File: config.mk
export PLATFORM = sky130hd
export DESIGN_NAME = hgc_hash
export DESIGN_NICKNAME = d
export VERILOG_FILES = /design/src/design/hgc_pkg.sv /design/src/design/hgc_hash.sv
export SDC_FILE = /design/constraint.sdc
export NUM_CORES = 2
export LEC_CHECK = 0
export BUFFER_PORTS_ARGS = -buffer_cell sky130_fd_sc_hd__buf_2
export CELL_PAD_IN_SITES_DETAIL_PLACEMENT = 1
export CELL_PAD_IN_SITES_GLOBAL_PLACEMENT = 2
export CORE_ASPECT_RATIO = 1.1
export CORE_MARGIN = 2
export CORE_UTILIZATION = 30
export CTS_CLUSTER_SIZE = 12
export DETAILED_ROUTE_END_ITERATION = 10
export PLACE_DENSITY_LB_ADDON = 0.1
export SLEW_MARGIN = 10
export SYNTH_ARGS = -nofsm -noshare
export SYNTH_HDL_FRONTEND = slang
export SYNTH_SLANG_ARGS = --single-unit
export TNS_END_PERCENT = 1
File: constraint.sdc
create_clock -name clk -period 10.7 [get_ports clk]
set_input_delay 1.07 -clock clk [delete_from_list [all_inputs] [get_ports clk]]
set_output_delay 1.07 -clock clk [all_outputs]
set_load 0.02 [all_outputs]
File: src/design/hgc_pkg.sv
// ----------------------------------------------------------------------------
// hgc_pkg
// Shared types, constants and geometry helpers for the group count engine.
// ----------------------------------------------------------------------------
package hgc_pkg;

    localparam int TABLE_SLOTS = 1024;
    localparam int HALF_SLOTS  = TABLE_SLOTS / 2;
    localparam int SLOT_AW     = $clog2(TABLE_SLOTS);
    localparam int CNT_W       = SLOT_AW + 1;
    localparam int LIM_W       = $clog2(HALF_SLOTS) + 1;
    localparam int CFG_W       = 10;
    localparam int KEY_W       = 64;
    localparam int ROWS_W      = 32;

    localparam logic [KEY_W-1:0] MIX_C1 = 64'hff51afd7ed558ccd;
    localparam logic [KEY_W-1:0] MIX_C2 = 64'hc4ceb9fe1a85ec53;
    localparam int               MIX_SH = 33;

    localparam logic [1:0] OP_ADD   = 2'd0;
    localparam logic [1:0] OP_READ  = 2'd1;
    localparam logic [1:0] OP_CLEAR = 2'd2;

    localparam logic [1:0] STAT_OK    = 2'd0;
    localparam logic [1:0] STAT_GROUP = 2'd1;
    localparam logic [1:0] STAT_EMPTY = 2'd2;
    localparam logic [1:0] STAT_OVF   = 2'd3;

    typedef struct packed {
        logic              used;
        logic [KEY_W-1:0]  key;
        logic [ROWS_W-1:0] rows;
    } hgc_entry_t;

    function automatic logic [LIM_W-1:0] active_limit(input logic [CFG_W-1:0] g);
        if (g == '0 || 32'(g) > 32'(HALF_SLOTS))
            return LIM_W'(HALF_SLOTS);
        else
            return LIM_W'(g);
    endfunction

    function automatic logic [SLOT_AW-1:0] slot_mask(input logic [LIM_W-1:0] lim);
        logic [SLOT_AW-1:0] x;
        x = SLOT_AW'({lim, 1'b0} - 1'b1);
        for (int i = 1; i < SLOT_AW; i++)
            x = x | (x >> i);
        return x;
    endfunction

endpackage

File: src/design/hgc_hash.sv
// ----------------------------------------------------------------------------
// hgc_hash
// Iterative 64-bit key mixer: xor-shifts and two constant multiplies, each
// multiply built from three 32x32 partial products over successive cycles.
// ----------------------------------------------------------------------------
module hgc_hash
    import hgc_pkg::*;
(
    input  logic                clk,
    input  logic                rst_n,
    input  logic                start,
    input  logic [KEY_W-1:0]    key,
    output logic                done,
    output logic [SLOT_AW-1:0]  hash
);

    logic              active_reg;
    logic              pass_reg;
    logic [1:0]        step_reg;
    logic              done_reg;
    logic [KEY_W-1:0]  v_reg;
    logic [KEY_W-1:0]  acc_reg;
    logic [KEY_W-1:0]  prod_reg;
    logic [KEY_W-1:0]  c;
    logic [31:0]       op_a;
    logic [31:0]       op_b;
    logic [KEY_W-1:0]  prod_next;
    logic [KEY_W-1:0]  sum;

    always_comb
    begin
        c = pass_reg ? MIX_C2 : MIX_C1;
        case (step_reg)
            2'd0:
            begin
                op_a = v_reg[31:0];
                op_b = c[31:0];
            end
            2'd1:
            begin
                op_a = v_reg[31:0];
                op_b = c[63:32];
            end
            default:
            begin
                op_a = v_reg[63:32];
                op_b = c[31:0];
            end
        endcase
        prod_next = {32'h0, op_a} * {32'h0, op_b};
        sum       = acc_reg + {prod_reg[31:0], 32'h0};
    end

    always_ff @(posedge clk or negedge rst_n)
    begin
        if (!rst_n)
        begin
            active_reg <= 1'b0;
            pass_reg   <= 1'b0;
            step_reg   <= 2'd0;
            done_reg   <= 1'b0;
        end
        else
        begin
            done_reg <= 1'b0;
            if (start)
            begin
                active_reg <= 1'b1;
                pass_reg   <= 1'b0;
                step_reg   <= 2'd0;
            end
            else if (active_reg)
            begin
                step_reg <= step_reg + 2'd1;
                if (step_reg == 2'd3)
                begin
                    pass_reg <= 1'b1;
                    if (pass_reg)
                    begin
                        active_reg <= 1'b0;
                        done_reg   <= 1'b1;
                    end
                end
            end
        end
    end

    always_ff @(posedge clk)
    begin
        if (start)
            v_reg <= key ^ (key >> MIX_SH);
        else if (active_reg)
        begin
            case (step_reg)
                2'd0:
                    prod_reg <= prod_next;
                2'd1:
                begin
                    acc_reg  <= prod_reg;
                    prod_reg <= prod_next;
                end
                2'd2:
                begin
                    acc_reg  <= sum;
                    prod_reg <= prod_next;
                end
                default:
                    v_reg <= sum ^ (sum >> MIX_SH);
            endcase
        end
    end

    assign done = done_reg;
    assign hash = v_reg[SLOT_AW-1:0];

endmodule

# Word level (Yosys, flattened, before mapping)
# Cells that the tools add are included.
[totals]
reg_bits = 197
out_inout_bits = 11
wordCells = 47
[classes]
add_sub_neg = 2
n_mul = 1
eq_ne = 4
muxes = 20
bitwise_logic = 3
reduce_logical = 10
[op_table]
columns = ["op", "n"]
rows = [
  ["two-way mux 64 bit", 3],
  ["case mux 64 bit (2 select lines)", 1],
  ["XOR 64 x 31 -> 64 bit", 2],
  ["adder 64 bit", 1],
  ["multiplier 32 x 32 -> 64 bit", 1],
  ["two-way mux 32 bit", 2],
  ["two-way mux 62 bit", 1],
  ["two-way mux 1 bit", 11],
  ["AND reduction 3 bit", 2],
  ["nonzero test 2 bit", 3],
  ["equality test 2 bit (second input constant)", 2],
  ["two-way mux 2 bit", 2],
  ["AND reduction 2 bit", 2],
  ["OR reduction 3 bit", 1],
  ["adder 2 x 1 -> 2 bit (second input constant)", 1],
  ["equality test 2 x 1 -> 1 bit (second input constant)", 1],
  ["logical NOT 2 bit", 1],
  ["inequality test 2 x 1 -> 1 bit (second input constant)", 1],
  ["OR reduction 2 bit", 1],
  ["NOT 1 bit", 1],
]

# Depth between registers and ports, before layout
[depth]
depth_word = 5
mapped_depth = 37

# Worst setup path before layout
# No wires, ideal clock.
[synth_timing]
path_kind = "reg2reg"
start = "register step_reg[0]"
end = "register prod_reg[50], data pin"
t_arrival_ps = 8703
required_ps = 10436
setup_slack_ps = 1733
path_stages_with_launch = 29
n_path_buf = 3
period_less_slack_ps = 8967
cell_sequence = "dfrtp_1 > ha_1 > nor2_1 > buf_2 > buf_2 > mux2i_1 > inv_1 > nand2_1 > inv_1 > fa_1 > fa_1 > fa_1 > inv_1 > fa_1 > inv_1 > fa_1 > fa_1 > fa_1 > fa_1 > ha_1 > buf_2 > nand4_1 > or2_1 > or3_1 > a311oi_1 > o21ai_0 > o31ai_2 > a21boi_0 > xnor2_1"
[synth_via]
elab_chain_cells = 4
word_cells_on_any_way = 6
cone_classes = "mul (1); eq/ne (1); mux (2); reduce/logical (2)"
[synth_lines]
columns = ["item", "line_no", "text"]
rows = [
  ["start: declaration", "hgc_hash.sv:19", "logic [1:0] step_reg;"],
  ["start signal: assignment", "hgc_hash.sv:74", "step_reg <= step_reg + 2'd1;"],
  ["equality test 2 x 1 -> 1 bit or logical NOT 2 bit (tied branches)", "hgc_hash.sv:33", "case (step_reg)"],
  ["OR reduction 2 bit (no source line)", "-", ""],
  ["two-way mux 32 bit", "hgc_hash.sv:33", ""],
  ["multiplier 32 x 32 -> 64 bit *", "hgc_hash.sv:50", "prod_next = {32'h0, op_a} * {32'h0, op_b};"],
  ["via prod_next[50]", "hgc_hash.sv:27", "logic [KEY_W-1:0] prod_next;"],
  ["end signal: assignment", "hgc_hash.sv:96", "prod_reg <= prod_next;"],
  ["end signal: assignment", "hgc_hash.sv:100", "prod_reg <= prod_next;"],
  ["end signal: assignment", "hgc_hash.sv:105", "prod_reg <= prod_next;"],
  ["end: declaration", "hgc_hash.sv:23", "logic [KEY_W-1:0] prod_reg;"],
]
# Mark *: on every way through the listed nets, which the timed path passes. The rest lies on a longest branch.
# A chain may end at the register's enable or synchronous reset.

# Worst setup path in the final report
[layout_timing]
start = "register step_reg[0]"
end = "register prod_reg[63], data pin"
# The elaborated chain is that of the path after synthesis.

==> impl_results.md <==
- Outcome: completed
- Flip-flop and latch area: 5890 µm²
- Crit-path most repeated cell: fa_1
- Capturing element type of the critical path: flip-flop
- Share of the yosys chip area belonging to registers: 0.147
- # rows: 140
- Reported max-cap violation count: 0
- Worst Setup Start Kind: flip-flop
- Cell variety after synth: 69
- Total Die Area: 137000 µm²
- Core Footprint: 133000 µm²
- Total gr overflow: 0
- Wire length of the first global-routing pass: 240 mm
- Synthesized-area fraction occupied by and/or/nand/nor cells: 0.0861
- Total count of max-transition violations in the final report: 0
- Final ANT Viol Nets: 0
- Post-DP Area: 43000 µm²
- Design area: 43700 µm²
- Clock input transition at the sequential cells of the worst setup and hold paths: 0.07 ns
- Number of DRC markers after the initial detailed-route iteration: 1560
- Worst Hold Class: input port to asynchronous set/reset pin
- CTS H-Tree Depth: 4
- Via count of the first global-routing pass: 31800
- Final critical-path share of the clock period: 0.946
- Dpl hpwl: 147 mm
- Highest fanout seen on the critical path: 32
- Pin count of the biggest net entering global routing: 65
- Number of warnings reported in the yosys synthesis log: 0
- EDFF count, synth: 192
- Footprint of the multi-input gates: 30100 µm²
- Number of fill cells: 15200
- Xor/xnor share of the synthesized area: 0.0525
- Routed vias/inst: 4.76
- CP required: 10.93 ns
- Height of the chip: 388 µm
- Count of nets after finishing: 5365
- Maximum clock rate: 0.0988 GHz
- Chip width: 353 µm
- Final setup skew: 0.0149 ns
- Area added between synthesis and finish: 8.72%
- Total Routed Length: 167 mm
- Most common cell in the netlist: inv_1
- RSZ-0062 raised after global routing: no
- Slew Limit Headroom: 0.259
- Final-layout setup total negative slack: 0 ns
- CTS tree: done
- Post-synthesis register bit count: 197
- Most area-hungry cell type in the Yosys netlist: fa_1
- Multiplexer share of the synthesized area: 0.0230
- Synth Area in Compound Gates: 0.0753
- Crit-path slowest cell: fa_1
- Clock root buffer: clkbuf_16
- Post-route DRC violation count: 0
- Source-to-sink clock delay at the later pin of the worst-skew pair: 0.50 ns
- Fraction of synthesized cell area taken by the top area cell type: 0.383
- Max clock buf depth: 3
- Post-Syn Area per Cell: 9.87 µm²
- Postcts setup bufs: 0
- Cell types occupying the most area after synthesis: fa_1 (38%), edfxtp_1 (14%), ha_1 (12%), inv_1 (9.1%), xnor2_1 (2.9%)
- Synth Net Count: 5306
- Longest individual stage delay on the worst path: 0.59 ns
- Number of top-level design ports: 78
- Total global-route track usage: 0.247
- Clock period minus final worst setup slack: 10.13 ns
- Number of input and output port buffers inserted: 77
- Number of buffers inserted by hold repair at cts: 0
- Total standard cell area after synthesis: 40200 µm²
- Data arrival, critical path: 10.36 ns
- Proportion of synthesized flip-flops having asynchronous set or reset: 0.0254
- Final RePlAce weighted congestion: 0.924
- # setup viols final: 0
- Starting density of the core: 0.303
- Number of antenna violations at the first check in global routing: 11
- Hold WS: 0.394 ns
- Sinks on the clock net: 197
- Adder-cell area share of the yosys netlist: 0.511
- Average wire per standard cell: 28.2 µm
- Gate count of the mapped netlist: 4071
- Fraction of final layout cells sized beyond drive strength 1: 0.0708
- Main synth FF type: edfxtp_1
- Kind of critical path: flip-flop to flip-flop
- Final hold violation count: 0
- Most instantiated cells after synthesis: inv_1 (976), fa_1 (769), ha_1 (399)
- Routed vias: 28200
- Transition time at the pin with the least slew margin: 1.10 ns
- TritonCTS Buffers: 25
- Dominant combinational cell family by area after synthesis: adder cells
- Drt first pass iters: 7
cells by family (layout without fill, tap and decap cells):
| logic type | count (synthesis) | after routing |
|---|---|---|
| mux | 85 | 85 |
| buf+inv | 1113 | 1178 |
| xor+xnor | 236 | 236 |
| simple gates | 767 | 767 |
| compound gates | 491 | 491 |
| flops | 197 | 197 |
| fa+ha+maj | 1181 | 1181 |
| other cells | 1 | 2 |
layout make-up:
class / count / share of cell area
clock inverter: 7 / 0.00160
timing repair buffer: 165 / 0.0246
multi-input combinational: 2761 / 0.689
inverter: 980 / 0.0842
antenna: 1 / 0.0000573
tap: 1775 / 0.0509
sequential: 197 / 0.135
clock buffer: 26 / 0.0144
placed cells by master, fill, tap and decap left out, drive strengths merged, types with 43 or more instances in the layout:
cell type and n:
xor2 100, nor2 275, xnor2 133, fa 769, edfxtp 192, nor2b 43, o21ai 115, inv 977
ha 399, buf 165, a21o 101, nand2 244, mux2 59, a21oi 169
per-layer routing:
layer	part of all wire	GRT usage	up-vias
li1	-	-	12800
met1	0.43	0.321	14900
met2	0.51	0.436	397
met3	0.016	0.0126	133
met4	0.043	0.0861	0
met5	0	0	-
stage by stage:
step | cells | util | worst slack [ns]
final | 5912 | 0.329 | 0.574
after global routing | 5911 | 0.329 | 0.108
after CTS | 5911 | 0.329 | 0.476
after detailed placement | 5878 | 0.324 | 0.521
after global placement | 5878 | 0.324 | 0.508
after floorplan | 4071 | - | 1.73
worst max-delay path: cells and delay by family (launching register included):
family / cells / cell delay (ns)
DFF: 1 / 0.44
AOI/OAI and AO/OA: 8 / 2.12
xor gates and xnor gates: 1 / 0.13
and+or+nand+nor: 2 / 0.47
muxes: 1 / 0.45
adders and majority gates: 10 / 4.71
buffers and inverters: 10 / 1.53
timing repair:
action / in CTS / in global routing
endpoints found under the setup margin: 0 / 1
resized for setup: 0 / 1
endpoints found under the hold margin: 0 / 0
worst paths after layout:
kind	startpoint	end	slack, ns	cells after the start
hold / removal	rst_n	done	0.39	1
setup / recovery	step_reg[0]	prod_reg[63]	0.57	32
hold reg to reg	acc_reg[31]	v_reg[31]	0.55	1
min in group clk	acc_reg[31]	v_reg[31]	0.55	1
setup reg to reg	step_reg[0]	prod_reg[63]	0.57	32
max in group asynchronous	rst_n	pass_reg	10.14	1
Power is not shown: default switching activity piles up to over one toggle a cycle in this logic, so the estimate is an artifact.
